==> config.mk <==
export PLATFORM = sky130hd
export DESIGN_NAME = pulldown_field_pairing_control
export DESIGN_NICKNAME = d
export VERILOG_FILES = /design/src/hdl/pfp_pkg.sv /design/src/hdl/pulldown_field_pairing_control.sv /design/src/hdl/pfp_cadence.sv /design/src/hdl/pfp_field_pair.sv
export SDC_FILE = /design/constraint.sdc
export NUM_CORES = 1
export LEC_CHECK = 0
export BUFFER_PORTS_ARGS = -buffer_cell sky130_fd_sc_hd__buf_2
export CAP_MARGIN = 20
export CORE_MARGIN = 2
export CORE_UTILIZATION = 45
export CTS_BUF_LIST = sky130_fd_sc_hd__clkbuf_8
export DETAILED_ROUTE_END_ITERATION = 12
export PLACE_DENSITY = 0.76
export SLEW_MARGIN = 10
export SYNTH_ARGS = -nofsm -noshare
export SYNTH_HDL_FRONTEND = slang
export SYNTH_SLANG_ARGS = --single-unit
==> constraint.sdc <==
create_clock -name clk -period 12.7 [get_ports clk]
set_input_delay 1.27 -clock clk [delete_from_list [all_inputs] [get_ports clk]]
set_output_delay 1.27 -clock clk [all_outputs]
set_load 0.02 [all_outputs]
==> src/hdl/pfp_pkg.sv <==
// Shared types, constants and helper functions of the pulldown field-pairing controller.
package pfp_pkg;

  // Width of the internal saturating counters and of the visible counter fields.
  localparam int COUNT_BITS = 32;
  localparam int OUT_COUNT_BITS = 32;
  localparam int BAL_BITS = 4;
  localparam int CFG_ADDR_BITS = 3;
  localparam int CFG_DATA_BITS = 32;

  typedef logic [COUNT_BITS-1:0] count_t;
  typedef logic [OUT_COUNT_BITS-1:0] out_count_t;
  typedef logic signed [BAL_BITS-1:0] balance_t;
  typedef logic [1:0] mode_t;
  typedef logic [1:0] code_t;
  typedef logic [2:0] emit_t;

  // Output mode register codes; the unused code behaves as normal.
  localparam mode_t MODE_NORMAL = 2'd0;
  localparam mode_t MODE_FILM = 2'd1;
  localparam mode_t MODE_RAW = 2'd2;

  // Cadence decisions.
  localparam code_t CODE_DROP = 2'd0;
  localparam code_t CODE_NORMAL = 2'd1;
  localparam code_t CODE_REPEAT = 2'd2;

  // Register indexes on the configuration port.
  localparam int REG_OUTPUT_MODE = 0;

  // Balance limits before and after the first decision.
  localparam balance_t LIMIT_SEARCH = 4'sd3;
  localparam balance_t LIMIT_LOCKED = 4'sd5;

  typedef struct packed {
    logic       first_picture;
    logic [1:0] field_flags;
  } in_item_t;

  typedef struct packed {
    code_t      repeat_code;
    emit_t      frames_emitted;
    out_count_t frames_total;
    out_count_t film_purity_count;
    out_count_t ntsc_purity_count;
  } out_item_t;

  // One picture handed to the processing units, with the mode in force.
  typedef struct packed {
    logic       first;
    logic [1:0] flags;
    mode_t      mode;
  } step_t;

  // Decision and purity counters from the cadence detector.
  typedef struct packed {
    code_t  code;
    count_t film;
    count_t ntsc;
  } cadence_res_t;

  // Saturating add of a small increment to a counter.
  function automatic count_t sat_add(count_t v, emit_t n);
    logic [COUNT_BITS:0] s;
    s = {1'b0, v} + (COUNT_BITS + 1)'(n);
    if (s[COUNT_BITS]) begin
      return '1;
    end
    return s[COUNT_BITS-1:0];
  endfunction

  // Visible low bits of a counter.
  function automatic out_count_t to_out(count_t v);
    return OUT_COUNT_BITS'(v);
  endfunction

endpackage

==> src/hdl/pulldown_field_pairing_control.sv <==
// Top level: input register, cadence and pairing units, result register, register port.
//
//   channel   direction  handshake            payload
//   in_       input      in_valid/in_ready    in_data (in_item_t)
//   out_      output     out_valid/out_ready  out_data (out_item_t)
//   register  APB write  psel/penable/pready  paddr, pwdata, prdata
//
// An accepted picture is held in the input register, is decided and
// paired by combinational logic, and its result is held in the output
// register; one picture per cycle is sustained while out_ready is high.
// Reset is synchronous and active low; it clears all cadence and field state
// and sets the output mode to normal. A stalled result register holds the
// input register, and the input takes a new transfer whenever its register
// empties or moves on in the same cycle.
module pulldown_field_pairing_control (
  input  logic                              clk,
  input  logic                              rst_n,
  input  logic                              in_valid,
  output logic                              in_ready,
  input  pfp_pkg::in_item_t                 in_data,
  output logic                              out_valid,
  input  logic                              out_ready,
  output pfp_pkg::out_item_t                out_data,
  input  logic                              psel,
  input  logic                              penable,
  input  logic                              pwrite,
  input  logic [pfp_pkg::CFG_ADDR_BITS-1:0] paddr,
  input  logic [pfp_pkg::CFG_DATA_BITS-1:0] pwdata,
  output logic [pfp_pkg::CFG_DATA_BITS-1:0] prdata,
  output logic                              pready
);
  import pfp_pkg::*;

  mode_t        mode_r;
  logic         in_valid_r;
  in_item_t     in_r;
  logic         out_valid_r;
  out_item_t    out_r;
  logic         advance;
  logic         reg_sel;
  step_t        step;
  cadence_res_t cad;
  emit_t        emitted;
  count_t       frames;

  // Register port: one word-aligned register, always ready.
  assign pready = 1'b1;
  assign reg_sel = (paddr[CFG_ADDR_BITS-1:2] == (CFG_ADDR_BITS - 2)'(REG_OUTPUT_MODE));
  assign prdata = reg_sel ? CFG_DATA_BITS'(mode_r) : '0;

  always_ff @(posedge clk) begin
    if (!rst_n) begin
      mode_r <= MODE_NORMAL;
    end else if (psel && penable && pwrite && reg_sel) begin
      mode_r <= pwdata[1:0];
    end
  end

  // Pipeline control: the picture in the input register moves on when the
  // result register is empty or its transfer completes.
  assign advance = in_valid_r && (!out_valid_r || out_ready);
  assign in_ready = !in_valid_r || advance;
  assign out_valid = out_valid_r;
  assign out_data = out_r;

  assign step.first = in_r.first_picture;
  assign step.flags = in_r.field_flags;
  assign step.mode = mode_r;

  pfp_cadence u_cadence (
    .clk     (clk),
    .rst_n   (rst_n),
    .step_en (advance),
    .step    (step),
    .res     (cad)
  );

  pfp_field_pair u_field_pair (
    .clk     (clk),
    .rst_n   (rst_n),
    .step_en (advance),
    .step    (step),
    .code    (cad.code),
    .emitted (emitted),
    .frames  (frames)
  );

  // Input register.
  always_ff @(posedge clk) begin
    if (!rst_n) begin
      in_valid_r <= 1'b0;
    end else if (in_ready) begin
      in_valid_r <= in_valid;
    end
  end

  always_ff @(posedge clk) begin
    if (in_ready && in_valid) begin
      in_r <= in_data;
    end
  end

  // Result register.
  always_ff @(posedge clk) begin
    if (!rst_n) begin
      out_valid_r <= 1'b0;
    end else if (advance) begin
      out_valid_r <= 1'b1;
    end else if (out_ready) begin
      out_valid_r <= 1'b0;
    end
  end

  always_ff @(posedge clk) begin
    if (advance) begin
      out_r.repeat_code <= cad.code;
      out_r.frames_emitted <= emitted;
      out_r.frames_total <= to_out(frames);
      out_r.film_purity_count <= to_out(cad.film);
      out_r.ntsc_purity_count <= to_out(cad.ntsc);
    end
  end

endmodule

==> src/hdl/pfp_cadence.sv <==
// Cadence detector: purity counters, signed repeat balance and lock.
module pfp_cadence (
  input  logic                 clk,
  input  logic                 rst_n,
  input  logic                 step_en,
  input  pfp_pkg::step_t       step,
  output pfp_pkg::cadence_res_t res
);
  import pfp_pkg::*;

  logic [1:0] last_flags_r, last_flags_nxt;
  balance_t   balance_r, balance_nxt;
  logic       locked_r, locked_nxt;
  count_t     film_r, film_nxt;
  count_t     ntsc_r, ntsc_nxt;

  balance_t   bal_base;
  balance_t   bal_step;
  balance_t   limit;
  logic       follows;
  code_t      code;

  // A first picture clears the detector before its own flags are seen.
  always_comb begin
    bal_base = step.first ? '0 : balance_r;
    bal_step = step.flags[0] ? bal_base + 4'sd1 : bal_base - 4'sd1;
    limit = (locked_r && !step.first) ? LIMIT_LOCKED : LIMIT_SEARCH;
    follows = (step.flags == 2'(last_flags_r + 2'd1));

    // Film and NTSC cadence purity; the first picture is not counted.
    film_nxt = step.first ? '0 : film_r;
    ntsc_nxt = step.first ? '0 : ntsc_r;
    if (!step.first) begin
      if (follows) begin
        film_nxt = sat_add(film_r, 3'd1);
      end else begin
        ntsc_nxt = sat_add(ntsc_r, 3'd1);
      end
    end

    // Balance limit check picks the decision.
    last_flags_nxt = step.flags;
    balance_nxt = bal_step;
    locked_nxt = step.first ? 1'b0 : locked_r;
    code = CODE_NORMAL;
    if (bal_step <= -limit) begin
      balance_nxt = '0;
      locked_nxt = 1'b1;
      code = CODE_DROP;
    end else if (bal_step >= limit) begin
      balance_nxt = '0;
      locked_nxt = 1'b1;
      code = CODE_REPEAT;
    end
  end

  assign res.code = code;
  assign res.film = film_nxt;
  assign res.ntsc = ntsc_nxt;

  // Detector state advances once per processed picture.
  always_ff @(posedge clk) begin
    if (!rst_n) begin
      last_flags_r <= '0;
      balance_r <= '0;
      locked_r <= 1'b0;
      film_r <= '0;
      ntsc_r <= '0;
    end else if (step_en) begin
      last_flags_r <= last_flags_nxt;
      balance_r <= balance_nxt;
      locked_r <= locked_nxt;
      film_r <= film_nxt;
      ntsc_r <= ntsc_nxt;
    end
  end

endmodule

==> src/hdl/pfp_field_pair.sv <==
// Field-held flags, frame pairing and the running frame counter.
module pfp_field_pair (
  input  logic            clk,
  input  logic            rst_n,
  input  logic            step_en,
  input  pfp_pkg::step_t  step,
  input  pfp_pkg::code_t  code,
  output pfp_pkg::emit_t  emitted,
  output pfp_pkg::count_t frames
);
  import pfp_pkg::*;

  typedef struct packed {
    logic       top;
    logic       bottom;
    logic [1:0] n;
  } store_t;

  // One store of a picture. The two fields always complete exactly one
  // frame and leave the held flags as they were; the optional extra field
  // then completes a frame only if the opposite field is held.
  function automatic store_t store(logic top, logic bottom, logic tff, logic extra);
    store_t s;
    s.top = top;
    s.bottom = bottom;
    s.n = 2'd1;
    if (extra) begin
      if (tff) begin
        if (bottom) begin
          s.bottom = 1'b0;
          s.n = 2'd2;
        end else begin
          s.top = 1'b1;
        end
      end else begin
        if (top) begin
          s.top = 1'b0;
          s.n = 2'd2;
        end else begin
          s.bottom = 1'b1;
        end
      end
    end
    return s;
  endfunction

  logic   top_r, top_nxt;
  logic   bottom_r, bottom_nxt;
  count_t frames_r, frames_nxt;

  logic   film, raw, extra, do_first, do_second;
  store_t s1, s2;
  logic   t0, b0;
  emit_t  n_total;

  always_comb begin
    film = (step.mode == MODE_FILM);
    raw = (step.mode == MODE_RAW);
    extra = !film && !raw && step.flags[0];
    do_first = !film || (code != CODE_DROP);
    do_second = !film && (code == CODE_REPEAT);
    t0 = step.first ? 1'b0 : top_r;
    b0 = step.first ? 1'b0 : bottom_r;

    // First store, then the repeat store from its result.
    s1 = store(t0, b0, step.flags[1], extra);
    if (!do_first) begin
      s1 = '{top: t0, bottom: b0, n: 2'd0};
    end
    s2 = store(s1.top, s1.bottom, step.flags[1], extra);
    if (!do_second) begin
      s2 = '{top: s1.top, bottom: s1.bottom, n: 2'd0};
    end

    n_total = emit_t'(s1.n) + emit_t'(s2.n);
    top_nxt = s2.top;
    bottom_nxt = s2.bottom;
    frames_nxt = sat_add(step.first ? '0 : frames_r, n_total);
  end

  assign emitted = n_total;
  assign frames = frames_nxt;

  // Held flags and frame count advance once per processed picture.
  always_ff @(posedge clk) begin
    if (!rst_n) begin
      top_r <= 1'b0;
      bottom_r <= 1'b0;
      frames_r <= '0;
    end else if (step_en) begin
      top_r <= top_nxt;
      bottom_r <= bottom_nxt;
      frames_r <= frames_nxt;
    end
  end

endmodule
==> results.md, run 1 <==
| Group | Quantity | This run |
| --- | --- | --- |
| cts | Clock transition at path regs | 60 ps |
| route | Via density | 5.83 |
| synthesis | Synth warn | 0 |
| cts | Postcts setup bufs | 0 |
| worst setup path | Cell class contributing the biggest share of worst-path delay | buffers and inverters |
| route | First-pass iteration count of the detailed router | 6 |
| cts | CTS root buf | sky130_fd_sc_hd__clkbuf_8 |
| synthesis | Area share of the largest cell type after synthesis | 0.271 |
| cts | Number of clock sinks | 213 |
| synthesis | Post-synthesis area per instance | 9.23 sq um |
| final layout | Fraction of layout cells with a size suffix above 1 | 0.168 |
| power and ir drop | Ratio of total power to cell area | 125 nW/um^2 |
| route | # DRC | 0 |
| synthesis | Synth cell types | 80 |
| cts | Clock network latency to the later pin of the worst-skew pair | 550 ps |
| final layout | Antenna fix cells | 0 |
| floorplanning | Die extent in x | 164 microns |
| floorplanning | Floorplan die area | 26,900 sq um |
| grt | Wire length of the first global-routing pass | 44,900 microns |
| final layout | Multi-input logic area | 5650 sq um |
| worst setup path | Cells along the critical path | buf_4, buf_4, nor2b_1, ha_1, xor2_1, ha_1, inv_1, a21oi_1, o22ai_1, a31oi_1, ha_1, inv_1, fa_1, inv_1, fa_1, a21oi_1, nor3_2, nand4_1, or2_1, buf_4, o21ai_1, o21ba_2 |
| power and ir drop | Leakage | 4.62 nW |
| status | Outcome | finished clean |
| route | Average wire per standard cell | 16.7 microns |
| worst setup path | Cell with the biggest individual delay on the critical path | sky130_fd_sc_hd__buf_4 |
| timing | Largest clock skew in the final design | 15.4 ps |
| grt | Number of global-route vias before repair | 9,061 |
| worst setup path | Critical path launch point type | flip-flop |
| worst setup path | Capturing element type of the critical path | flip-flop |
| placement | Routability congestion estimate | 0.890 |
| floorplanning | Die Y | 164 microns |
| timing | Worst relative slew slack | 0.201 |
| power and ir drop | Sum of internal, switching and leakage power | 0.00164 W |
| synthesis | Sequential cell area fraction in the yosys report | 0.461 |
| cts | CTS-repair resized insts | 0 |
| grt | Gr ovfl total | 0 |
| cts | Post-CTS Hold Buffers | 0 |
| synthesis | Top_reg_cell synth | sky130_fd_sc_hd__dfxtp_1 |
| timing | Count of final setup violators | 0 |
| cts | Num CTS Buffers | 39 |
| timing | Time the worst path needs with I/O delays and setup | 6280 ps |
| timing | Share of the clock period used by the worst path | 0.495 |
| route | DRT iter0 DRCs | 919 |
| worst hold path | Path class of the lowest-slack min-delay path | reg2reg |
| synthesis | Synthesis-stage register bit count | 213 |
| worst setup path | CP bufs+invs | 6 |
| timing | Max Freq | 159 MHz |
| synthesis | Largest area contributor in the netlist | sky130_fd_sc_hd__edfxtp_1 |
| route | Total wirelength of the detailed-routed design | 28,400 microns |
| synthesis | Cell types with the largest area share after synthesis | sky130_fd_sc_hd__edfxtp_1 (27%), sky130_fd_sc_hd__dfxtp_1 (19%), sky130_fd_sc_hd__a21oi_1 (4.9%), sky130_fd_sc_hd__o21ai_0 (4.0%), sky130_fd_sc_hd__nor2_1 (3.4%) |
| worst hold path | Endpoint, Worst Hold | u_cadence.balance_r[3] |
| timing | RSZ-0062 raised after global routing | no |
| floorplanning | Num rows | 58 |
| synthesis | Top cells by count, synth | sky130_fd_sc_hd__a21oi_1 (113), sky130_fd_sc_hd__dfxtp_1 (109), sky130_fd_sc_hd__edfxtp_1 (104), sky130_fd_sc_hd__nor2_1 (103), sky130_fd_sc_hd__nand2_1 (97) |
| timing | Actual transition at the worst max-transition pin | 1190 ps |
| floorplanning | I/O pin cnt | 181 |
| worst setup path | Crit Reg-Reg Endpoint | u_field_pair.frames_r[9] |
| synthesis | Most used standard cell by instance count after synthesis | sky130_fd_sc_hd__a21oi_1 |
| timing | Setup TNS after final layout | 0 ps |
| cts | Max H-tree Level | 2 |
| placement | Number of port buffers | 117 |
| placement | Number of placed cells counting well taps | 1,632 |
| worst setup path | Largest fanout of any net on the critical path | 89 |
| worst hold path | Start point of the worst hold path | u_cadence.balance_r[3] |
| final layout | Sequential standard cell area | 5310 sq um |
| timing | Final Hold Viols | 0 |
| worst setup path | Critical Setup Path Class | reg2reg |
| grt | Pin count of the biggest net entering global routing | 90 |
| worst setup path | Launching point of the worst reg2reg path | in_r[2] |
| grt | Initial antenna violation count | 0 |
| worst setup path | Data required time at the worst endpoint | 13,140 ps |
| placement | Dpl hpwl | 18,300 microns |
| route | Overall via count from detail_route | 9,933 |
| worst setup path | Largest incremental delay on the critical path | 790 ps |
| grt | All-Layer GR Usage | 0.206 |
| floorplanning | Starting utilization of the core area | 0.458 |
| final layout | Number of standard cells in the layout, taps in and fillers out | 1,704 |
| final layout | Signed area change from the synthesized netlist to the final layout | 13.6% |
| cts | TritonCTS clock tree | yes |
| job | Max Cap Viol | 0 |
| worst setup path | Worst R2R Setup Slack | 6420 ps |
| synthesis | Gate Count Post-Synth | 1,246 |
| synthesis | Proportion of register bits with asynchronous set or reset after synthesis | 0 |
| timing | Number of max-slew violations in the final report | 0 |
| floorplanning | Standard cell core area | 25,100 sq um |
| synthesis | Syn Std Cell Area | 11,500 sq um |
| worst hold path | Worst hold stages | 2 |
| synthesis | Number of enable-type register cells in the synthesized netlist | 104 |
| route | Post-route ant nets | 0 |
| cts | Clock Tree Buf Depth | 3 |
| power and ir drop | Maximum vdd ir drop | 0.0652 mV |
| final layout | Post-layout net count | 1,402 |
| worst setup path | Critical path arrival | 6720 ps |
| final layout | Filler Cells Inserted | 2,290 |
| worst setup path | Count of cells along the worst register-to-register path | 22 |
==> per-layer routing <==
layer	up-vias	share of wire	routed length, microns	global-route usage
li1	4759	-	-	-
met1	4689	0.44	12500	0.278
met2	418	0.46	13000	0.328
met3	67	0.072	2050	0.0379
met4	0	0.027	770	0.0841
met5	-	0	0	0
==> tightest hold or removal path, delay by kind of cell, from the launching register on <==
kind | cells | cell delay [ps]
AOI/OAI and AO/OA | 1 | 50
DFF | 1 | 300
and+or+nand+nor | 1 | 50
==> kinds of logic (layout without fill, tap and decap cells) <==
family / Yosys count / after routing / share of synthesized area
simple gates: 444 / 444 / 0.208
buf+inv: 138 / 236 / 0.0576
mux: 10 / 10 / 0.0103
compound gates: 364 / 364 / 0.198
other cells: 2 / 32 / 0.000653
flops: 213 / 213 / 0.461
xor+xnor: 61 / 61 / 0.0471
fa+ha+maj: 14 / 14 / 0.0172
==> report_power, final <==
group	internal, W	switching (W)	leakage, nW
sequential	0.000743	0.00000940	1.82
combinational	0.0000388	0.000105	2.32
clock	0.000440	0.000300	0.475
==> state kept, by name (all words and copies together) (netlist names) <==
| name | count |
|---|---|
| u_cadence.balance_r | 4 |
| u_cadence.film_r | 32 |
| in_r | 3 |
| u_cadence.ntsc_r | 32 |
| u_cadence.last_flags_r | 2 |
| out_valid | 1 |
| u_field_pair.frames_r | 32 |
| u_field_pair.bottom_r | 1 |
| in_valid_r | 1 |
| u_field_pair.top_r | 1 |
| mode_r | 2 |
| u_cadence.locked_r | 1 |
| out_data | 101 |
==> placed cells by master (no fill, tap or decap), drive strengths merged, types with 14 or more instances in the layout <==
cell type  netlist  layout
and4            18      18
buf             54     129
conb             2      32
dfxtp          109     109
nor2           104     104
nand4           23      23
o21ai           96      96
a31oi           30      30
and3            26      26
and2            15      15
a311oi          14      14
clkinv           1      15
xor2            17      17
nor4            14      14
edfxtp         104     104
xnor2           44      44
a211oi          23      23
nor2b           19      19
clkbuf          49      40
nand2           98      98
a21oi          113     113
inv             34      42
nand3           43      43
nor3            58      58
==> how the worst max path moves through the flow <==
stage	startpoint	end	cells past startpoint	slack (ps)
2_1_floorplan	out_ready	out_data[0]	6	7150
3_3_place_gp	in_r[2]	u_field_pair.frames_r[9]	22	6560
3_5_place_dp	in_r[2]	u_field_pair.frames_r[9]	22	6440
4_1_cts	in_r[2]	u_field_pair.frames_r[9]	22	6420
5_1_grt	in_r[2]	u_field_pair.frames_r[9]	20	5970
6_report	in_r[2]	u_field_pair.frames_r[9]	22	6420
==> through the flow <==
step / hold slack (ps) / worst slack [ps] / cell area, sq um / utilization
detailed placement: 443 / 6440 / 12200 / 0.485
CTS: 451 / 6420 / 13100 / 0.520
finish: 450 / 6420 / 13100 / 0.520
global placement: 439 / 6560 / 12200 / 0.485
global route: 495 / 5970 / 13100 / 0.520
floorplan: 432 / 7150 / 11600 / -
==> cell type report <==
type,instances,share of cell area
clock buffers,40,0.0421
clock inverters,32,0.0254
inverters,35,0.0104
multi-input cells,925,0.432
flip-flops and latches,213,0.406
well taps,330,0.0316
repair buffers,129,0.0520
Power figures use the tool's default switching activity.
==> run 2, diff against run 1 <==
Settings changed: ABC_AREA from default to 1, PLACE_DENSITY 0.76 to 0.75.
Clock period 12.7 ns to 6.5 ns, I/O delays scaled along.
==> results.md, run 2 <==
| Group | Quantity | This run | Change |
| --- | --- | --- | --- |
| synthesis | Cell types with the largest area share after synthesis | sky130_fd_sc_hd__edfxtp_1 (26%), sky130_fd_sc_hd__dfxtp_1 (18%), sky130_fd_sc_hd__nand2_1 (9.4%), sky130_fd_sc_hd__inv_1 (7.4%), sky130_fd_sc_hd__o21ai_0 (6.1%) | was sky130_fd_sc_hd__edfxtp_1 (27%), sky130_fd_sc_hd__dfxtp_1 (19%), sky130_fd_sc_hd__a21oi_1 (4.9%), sky130_fd_sc_hd__o21ai_0 (4.0%), sky130_fd_sc_hd__nor2_1 (3.4%) |
| grt | Initial antenna violation count | 0 | unchanged |
| placement | Number of placed cells counting well taps | 2,009 | was 1,632 |
| grt | Pin count of the biggest net entering global routing | 159 | was 90 |
| final layout | Signed area change from the synthesized netlist to the final layout | 12.2% | was 13.6% |
| timing | RSZ-0062 raised after global routing | no | unchanged |
| cts | CTS-repair resized insts | 0 | unchanged |
| worst hold path | Path class of the lowest-slack min-delay path | in2reg | was reg2reg |
| power and ir drop | Leakage | 6.10 nW | was 4.62 nW |
| worst setup path | Number of cells on the critical path | 28 | was 22 |
| route | DRT iter0 DRCs | 874 | was 919 |
| cts | Max H-tree Level | 2 | unchanged |
| floorplanning | Standard cell core area | 26,200 sq um | was 25,100 sq um |
| synthesis | Sequential cell area fraction in the yosys report | 0.439 | was 0.461 |
| cts | Post-CTS Hold Buffers | 0 | unchanged |
| synthesis | Synth cell types | 45 | was 80 |
| timing | Largest clock skew in the final design | 45.7 ps | was 15.4 ps |
| timing | Actual transition at the worst max-transition pin | 1070 ps | was 1190 ps |
| cts | Clock transition at path regs | 50 ps | was 60 ps |
| cts | TritonCTS clock tree | yes | unchanged |
| grt | Wire length of the first global-routing pass | 46,900 microns | was 44,900 microns |
| route | Total wirelength of the detailed-routed design | 28,400 microns | about the same |
| synthesis | Proportion of register bits with asynchronous set or reset after synthesis | 0 | unchanged |
| cts | Number of clock sinks | 213 | unchanged |
| synthesis | Synthesis-stage register bit count | 213 | unchanged |
| timing | Final Hold Viols | 0 | unchanged |
| worst setup path | Data required time at the worst endpoint | 6910 ps | was 13,140 ps |
| timing | Time the worst path needs with I/O delays and setup | 5430 ps | was 6280 ps |
| grt | Gr ovfl total | 0 | unchanged |
| worst setup path | Largest fanout of any net on the critical path | 32 | was 89 |
| grt | Number of global-route vias before repair | 9,734 | was 9,061 |
| cts | Postcts setup bufs | 0 | unchanged |
| cts | CTS root buf | sky130_fd_sc_hd__clkbuf_8 | unchanged |
| synthesis | Number of enable-type register cells in the synthesized netlist | 104 | unchanged |
| worst setup path | Count of cells along the worst register-to-register path | 28 | was 22 |
| route | Via density | 5.13 | was 5.83 |
| route | Post-route ant nets | 0 | unchanged |
| final layout | Post-layout net count | 1,773 | was 1,402 |
| timing | Final hold slack | 306 ps | was 450 ps |
| worst setup path | Cell with the biggest individual delay on the critical path | sky130_fd_sc_hd__fa_1 | was sky130_fd_sc_hd__buf_4 |
| final layout | Max reg flops | 101 | unchanged |
| worst setup path | CP bufs+invs | 8 | was 6 |
| route | # DRC | 0 | unchanged |
| synthesis | Gate Count Post-Synth | 1,611 | was 1,246 |
| synthesis | Top_reg_cell synth | sky130_fd_sc_hd__dfxtp_1 | unchanged |
| synthesis | Largest area contributor in the netlist | sky130_fd_sc_hd__edfxtp_1 | unchanged |
| floorplanning | Num rows | 59 | was 58 |
| worst setup path | Launching point of the worst reg2reg path | in_r[2] | unchanged |
| timing | Max Freq | 184 MHz | was 159 MHz |
| power and ir drop | Ratio of total power to cell area | 248 nW/um^2 | was 125 nW/um^2 |
| placement | Routability congestion estimate | 0.916 | was 0.890 |
| timing | Share of the clock period used by the worst path | 0.836 | was 0.495 |
| floorplanning | Die extent in x | 168 microns | was 164 microns |
| worst setup path | Cell class contributing the biggest share of worst-path delay | simple AND/OR/NAND/NOR gates | was buffers and inverters |
| status | Outcome | finished clean | unchanged |
| worst setup path | Worst R2R Setup Slack | 1070 ps | was 6420 ps |
| timing | Number of max-slew violations in the final report | 0 | unchanged |
| synthesis | Post-synthesis area per instance | 7.50 sq um | was 9.23 sq um |
| final layout | Most common cell after layout, fill and taps aside | sky130_fd_sc_hd__nand2_1 | was sky130_fd_sc_hd__buf_2 |
| final layout | Fraction of layout cells with a size suffix above 1 | 0.149 | was 0.168 |
| placement | Dpl hpwl | 19,100 microns | was 18,300 microns |
| final layout | Most used cells in the layout excluding fill and tap cells | sky130_fd_sc_hd__nand2_1 (299), sky130_fd_sc_hd__inv_1 (246), sky130_fd_sc_hd__o21ai_0 (146), sky130_fd_sc_hd__nor2_1 (143), sky130_fd_sc_hd__a21oi_1 (122) | was sky130_fd_sc_hd__buf_2 (117), sky130_fd_sc_hd__a21oi_1 (113), sky130_fd_sc_hd__dfxtp_1 (109), sky130_fd_sc_hd__edfxtp_1 (104), sky130_fd_sc_hd__nor2_1 (103) |
| worst setup path | Cell seen most often among critical-path stages | sky130_fd_sc_hd__inv_1 |  |
| placement | Number of port buffers | 117 | unchanged |
| final layout | Antenna fix cells | 0 | unchanged |
| worst setup path | Critical path launch point type | flip-flop | unchanged |
| synthesis | Top cells by count, synth | sky130_fd_sc_hd__nand2_1 (301), sky130_fd_sc_hd__inv_1 (238), sky130_fd_sc_hd__o21ai_0 (146), sky130_fd_sc_hd__nor2_1 (143), sky130_fd_sc_hd__a21oi_1 (122) | was sky130_fd_sc_hd__a21oi_1 (113), sky130_fd_sc_hd__dfxtp_1 (109), sky130_fd_sc_hd__edfxtp_1 (104), sky130_fd_sc_hd__nor2_1 (103), sky130_fd_sc_hd__nand2_1 (97) |
| cts | Clock network latency to the later pin of the worst-skew pair | 560 ps | was 550 ps |
| route | First-pass iteration count of the detailed router | 5 | was 6 |
| final layout | Number of standard cells in the layout, taps in and fillers out | 2,078 | was 1,704 |
| worst setup path | Largest incremental delay on the critical path | 470 ps | was 790 ps |
| floorplanning | I/O pin cnt | 181 | unchanged |
| worst setup path | Capturing element type of the critical path | flip-flop | unchanged |
| final layout | Final non-filler cell area | 13,600 sq um | was 13,100 sq um |
| synthesis | Synth warn | 0 | unchanged |
| worst setup path | Critical Setup Path Class | reg2reg | unchanged |
| worst setup path | Critical path arrival | 5840 ps | was 6720 ps |
| worst setup path | Crit Reg-Reg Endpoint | u_field_pair.frames_r[0] | was u_field_pair.frames_r[9] |
| synthesis | Most used standard cell by instance count after synthesis | sky130_fd_sc_hd__nand2_1 | was sky130_fd_sc_hd__a21oi_1 |
| grt | All-Layer GR Usage | 0.198 | was 0.206 |
| floorplanning | Floorplan die area | 28,200 sq um | was 26,900 sq um |
| timing | Count of final setup violators | 0 | unchanged |
| final layout | Post-layout utilization of the core | 0.517 | was 0.520 |
| placement | Placed standard-cell area | 12,700 sq um | was 12,200 sq um |
| timing | Worst relative slew slack | 0.287 | was 0.201 |
| timing | Setup TNS after final layout | 0 ps | unchanged |
| cts | Num CTS Buffers | 38 | was 39 |
| synthesis | Area share of the largest cell type after synthesis | 0.259 | was 0.271 |
| floorplanning | Starting utilization of the core area | 0.461 | was 0.458 |
| synthesis | Syn Std Cell Area | 12,100 sq um | was 11,500 sq um |
| job | Max Cap Viol | 0 | unchanged |
| cts | Clock Tree Buf Depth | 3 | unchanged |
| power and ir drop | Maximum vdd ir drop | 0.213 mV | was 0.0652 mV |
| route | Overall via count from detail_route | 10.7k | was 9,933 |
| route | Average wire per standard cell | 13.7 microns | was 16.7 microns |
| floorplanning | Die Y | 168 microns | was 164 microns |
| worst setup path | Crit path launch | in_r[2] | unchanged |
| worst setup path | Worst setup path endpoint | u_field_pair.frames_r[0] | was u_field_pair.frames_r[9] |
## run 2: changes by cell type after synthesis, moves of 13 or more
| cell | delta |
|---|---|
| sky130_fd_sc_hd__a311oi_1 | -13 |
| sky130_fd_sc_hd__a31oi_1 | -30 |
| sky130_fd_sc_hd__o21ai_1 | +19 |
| sky130_fd_sc_hd__nand2_1 | +204 |
| sky130_fd_sc_hd__and3_1 | -25 |
| sky130_fd_sc_hd__nor2_1 | +40 |
| sky130_fd_sc_hd__a211oi_1 | -19 |
| sky130_fd_sc_hd__inv_1 | +204 |
| sky130_fd_sc_hd__and4_1 | -17 |
| sky130_fd_sc_hd__nor2b_1 | -19 |
| sky130_fd_sc_hd__and2_1 | -15 |
| sky130_fd_sc_hd__xnor2_1 | -36 |
| sky130_fd_sc_hd__nand3_1 | +63 |
| sky130_fd_sc_hd__o21ai_0 | +55 |
## run 2: worst min path at each step
stage	from	endpoint	slack, ps	depth (start not counted)
after global placement	u_field_pair.top_r	u_field_pair.top_r	460	2
final	in_data[0]	in_r[0]	310	1
after global routing	in_data[0]	in_r[0]	270	1
after floorplan	u_field_pair.top_r	u_field_pair.top_r	450	2
after CTS	in_data[0]	in_r[0]	270	1
after detailed placement	u_field_pair.top_r	u_field_pair.top_r	470	2
## run 2: power by group
group	internal [W]	leakage, nW	switching (W)	total, W
combinational	0.000142	3.75	0.000329	0.000471
sequential	0.00151	1.90	0.0000635	0.00157
clock	0.000736	0.448	0.000579	0.00131
total	0.00239	6.10	0.000971	0.00336
## run 2: per-stage QoR
step / total power (W) / worst slack, ps
floorplan: 0.00196 / 1520
global placement: 0.00205 / 1250
detailed placement: 0.00207 / 1070
CTS: 0.00340 / 1060
global route: 0.00352 / 572
finish: 0.00336 / 1070
## run 2: logic make-up (layout without fill, tap and decap cells)
kind of cell,after synthesis,after routing,synth area share
AOI/OAI and AO/OA,311,311,0.134
xor gates and xnor gates,31,31,0.0225
adders and majority gates,14,14,0.0164
buffers and inverters,342,444,0.122
DFF,213,213,0.439
other,2,32,0.000622
and+or+nand+nor,698,698,0.266
## run 2: cell type report
class,count,area (sq um)
clock buffers,43,592
clock inverters,26,210
fillers,2478,12700
inverters,247,937
multi-input cells,1086,5420
flip-flops and latches,213,5310
well taps,335,419
repair buffers,128,668
## run 2: worst register-to-register path: cells and delay by family (launching register included)
kind	cells	cell delay, ps
simple gates	13	1730
fa+ha+maj	5	1680
buf+inv	8	1020
flops	1	430
xor+xnor	1	300
compound gates	1	150
## run 2: routing by layer
| metal | vias up | global-route usage | part of all wire |
|---|---|---|---|
| met2 | 332 | 0.322 | 0.45 |
| met5 | - | 0 | 0 |
| li1 | 5434 | - | - |
| met1 | 4857 | 0.272 | 0.47 |
| met3 | 47 | 0.0357 | 0.062 |
| met4 | 0 | 0.0556 | 0.019 |
==> run 3, diff against run 2 <==
Settings changed: ABC_AREA 1 to 0, PLACE_DENSITY 0.75 to 0.78.
Clock period 6.5 ns to 4.7 ns, I/O delays scaled along.
==> results.md, run 3 (synthesis gave the netlist of run 1 again) <==
| Group | Quantity | This run | Change |
| --- | --- | --- | --- |
| status | Outcome | finished clean | unchanged |
| final layout | Max reg flops | 101 | unchanged |
| cts | Number of clock sinks | 213 | unchanged |
| route | # DRC | 0 | unchanged |
| power and ir drop | Clock group share of total power | 0.431 | was 0.392 |
| route | DRT iter0 DRCs | 936 | was 874 |
| route | Total wirelength of the detailed-routed design | 28,700 microns | was 28,400 microns |
| timing | Final hold slack | 123 ps | was 306 ps |
| power and ir drop | Share of power burned in registers | 0.474 | was 0.468 |
| power and ir drop | Ratio of total power to cell area | 326 nW/um^2 | was 248 nW/um^2 |
| grt | Pin count of the biggest net entering global routing | 87 | was 159 |
| worst setup path | Critical Setup Path Class | reg2reg | unchanged |
| placement | Routability congestion estimate | 0.905 | was 0.916 |
| power and ir drop | Leakage | 4.69 nW | was 6.10 nW |
| final layout | Most used cells in the layout excluding fill and tap cells | sky130_fd_sc_hd__buf_2 (117), sky130_fd_sc_hd__a21oi_1 (112), sky130_fd_sc_hd__dfxtp_1 (109), sky130_fd_sc_hd__edfxtp_1 (104), sky130_fd_sc_hd__nor2_1 (103) | was sky130_fd_sc_hd__nand2_1 (299), sky130_fd_sc_hd__inv_1 (246), sky130_fd_sc_hd__o21ai_0 (146), sky130_fd_sc_hd__nor2_1 (143), sky130_fd_sc_hd__a21oi_1 (122) |
| floorplanning | Floorplan die area | 26,900 sq um | was 28,200 sq um |
| grt | Number of global-route vias before repair | 9,103 | was 9,734 |
| grt | Gr ovfl total | 0 | unchanged |
| worst setup path | Data required time at the worst endpoint | 4930 ps | was 6910 ps |
| timing | RSZ-0062 raised after global routing | no | unchanged |
| cts | Clock transition at path regs | 60 ps | was 50 ps |
| power and ir drop | Maximum vdd ir drop | 0.233 mV | was 0.213 mV |
| route | Post-route ant nets | 0 | unchanged |
| power and ir drop | Internal power | 0.00319 W | was 0.00239 W |
| timing | Number of max-slew violations in the final report | 0 | unchanged |
| worst setup path | Largest fanout of any net on the critical path | 5 | was 32 |
| timing | Share of the clock period used by the worst path | 0.957 | was 0.836 |
| power and ir drop | Combinational cell fraction of total power | 0.095 | was 0.140 |
| job | Max Cap Viol | 0 | unchanged |
| route | Overall via count from detail_route | 9,901 | was 10.7k |
| floorplanning | Starting utilization of the core area | 0.458 | was 0.461 |
| timing | Actual transition at the worst max-transition pin | 874 ps | was 1070 ps |
| timing | Largest clock skew in the final design | 26.7 ps | was 45.7 ps |
| route | Average wire per standard cell | 16.7 microns | was 13.7 microns |
| worst setup path | Critical path arrival | 4730 ps | was 5840 ps |
| worst hold path | Path class of the lowest-slack min-delay path | in2reg | unchanged |
| timing | Worst relative slew slack | 0.418 | was 0.287 |
| power and ir drop | Reported net switching power | 0.00110 W | was 0.000971 W |
| floorplanning | Die extent in x | 164 microns | was 168 microns |
| grt | Wire length of the first global-routing pass | 45,500 microns | was 46,900 microns |
| route | Via density | 5.77 | was 5.13 |
| final layout | Number of standard cells in the layout, taps in and fillers out | 1,716 | was 2,078 |
| placement | Number of placed cells counting well taps | 1,642 | was 2,009 |
| cts | Num CTS Buffers | 38 | unchanged |
| grt | All-Layer GR Usage | 0.207 | was 0.198 |
| final layout | Filler Cells Inserted | 2,279 | was 2,478 |
| timing | Count of final setup violators | 0 | unchanged |
| cts | CTS root buf | sky130_fd_sc_hd__clkbuf_8 | unchanged |
| placement | Pre-CTS worst setup slack | 8.07 ps | was 1070 ps |
| worst setup path | Capturing element type of the critical path | flip-flop | unchanged |
| cts | Clock network latency to the later pin of the worst-skew pair | 530 ps | was 560 ps |
| final layout | Fraction of layout cells with a size suffix above 1 | 0.183 | was 0.149 |
| power and ir drop | Switching fraction of total power | 0.255 | was 0.289 |
| cts | Max H-tree Level | 2 | unchanged |
| cts | TritonCTS clock tree | yes | unchanged |
| worst setup path | Critical path launch point type | flip-flop | unchanged |
| floorplanning | Die Y | 164 microns | was 168 microns |
| final layout | Most common cell after layout, fill and taps aside | sky130_fd_sc_hd__buf_2 | was sky130_fd_sc_hd__nand2_1 |
| placement | Dpl hpwl | 18,800 microns | was 19,100 microns |
| cts | Clock Tree Buf Depth | 3 | unchanged |
| placement | Number of port buffers | 117 | unchanged |
| final layout | Antenna fix cells | 0 | unchanged |
| timing | Max Freq | 222 MHz | was 184 MHz |
| route | First-pass iteration count of the detailed router | 6 | was 5 |
| timing | Setup TNS after final layout | 0 ps | unchanged |
| timing | Time the worst path needs with I/O delays and setup | 4500 ps | was 5430 ps |
| grt | Initial antenna violation count | 0 | unchanged |
| timing | Final Hold Viols | 0 | unchanged |
| floorplanning | Standard cell core area | 25,100 sq um | was 26,200 sq um |
| floorplanning | I/O pin cnt | 181 | unchanged |
| floorplanning | Num rows | 58 | was 59 |
| final layout | Post-layout net count | 1,416 | was 1,773 |
| final layout | Signed area change from the synthesized netlist to the final layout | 14.5% | was 12.2% |
| timing | Worst setup margin | 202 ps | was 1070 ps |
run 3: changes by cell type in the layout (fill, tap and decap cells not counted), sizes merged, moves of 18 or more:
cell	previous run	this run
nor2b	0	19
and4	0	18
nand3	117	43
and3	1	26
inv	257	42
xnor2	7	44
a31oi	0	30
o21ai	170	96
nor2	160	104
nand2	309	98
run 3: area by class of cell:
cell class              count  area, sq um  share of cell area
flip-flops and latches    213         5310               0.403
clock inverters            22          175              0.0133
multi-input cells         925         5690               0.432
inverters                  35          136              0.0104
repair buffers            144          801              0.0608
well taps                 330          413              0.0314
clock buffers              47          647              0.0491
run 3: power by group through the flow:
stage                     logic [W]  registers (W)  clock network (W)
after floorplan            0.000238        0.00213                  0
after global placement     0.000391        0.00207                  0
after detailed placement   0.000399        0.00207                  0
after CTS                  0.000401        0.00203            0.00189
after global routing       0.000443        0.00204            0.00197
final                      0.000408        0.00203            0.00185
run 3: stage by stage:
step	power, W	instance area [sq um]	util
2_1_floorplan	0.00237	11600	-
3_3_place_gp	0.00246	12300	0.489
3_5_place_dp	0.00247	12300	0.489
4_1_cts	0.00433	13100	0.522
5_1_grt	0.00445	13200	0.524
6_report	0.00429	13200	0.524
run 3: worst max-delay path, stage by stage, from the launching register on:
cell and delay, ps:
sky130_fd_sc_hd__edfxtp_1 440, sky130_fd_sc_hd__nor2b_2 80, sky130_fd_sc_hd__fa_1 450, sky130_fd_sc_hd__xor2_1 170, sky130_fd_sc_hd__ha_1 280, sky130_fd_sc_hd__inv_1 50
sky130_fd_sc_hd__a21oi_1 150, sky130_fd_sc_hd__o22ai_2 130, sky130_fd_sc_hd__a31oi_1 200, sky130_fd_sc_hd__ha_1 160, sky130_fd_sc_hd__inv_1 40, sky130_fd_sc_hd__fa_1 490
sky130_fd_sc_hd__inv_2 60, sky130_fd_sc_hd__ha_1 290, sky130_fd_sc_hd__a21o_1 170, sky130_fd_sc_hd__a21oi_1 340, sky130_fd_sc_hd__buf_4 210, sky130_fd_sc_hd__nor2_1 70
sky130_fd_sc_hd__nand2_1 150, sky130_fd_sc_hd__xor2_1 170, sky130_fd_sc_hd__o21ai_0 100
run 3: per-layer routing:
layer / up-vias / GRT usage / share of wire
met1: 4655 / 0.287 / 0.45
met2: 410 / 0.320 / 0.45
met3: 54 / 0.0419 / 0.077
met5: - / 0 / 0
met4: 0 / 0.0774 / 0.024
li1: 4782 / - / -
run 3: final timing paths:
check             cells after the start                endpoint  slack, ps                   start
hold / removal                        1                 in_r[0]        120              in_data[0]
setup reg to reg                     20            out_data[71]        200                 in_r[2]
hold reg to reg                       2  u_cadence.balance_r[3]        450  u_cadence.balance_r[3]
setup / recovery                     20            out_data[71]        200                 in_r[2]
run 3: repair_timing:
item	4_1_cts	5_1_grt
resized for setup	1	11
pin swaps	0	2
buffers inserted	0	5
hold buffers	0	0
endpoints found under the setup margin	2	53
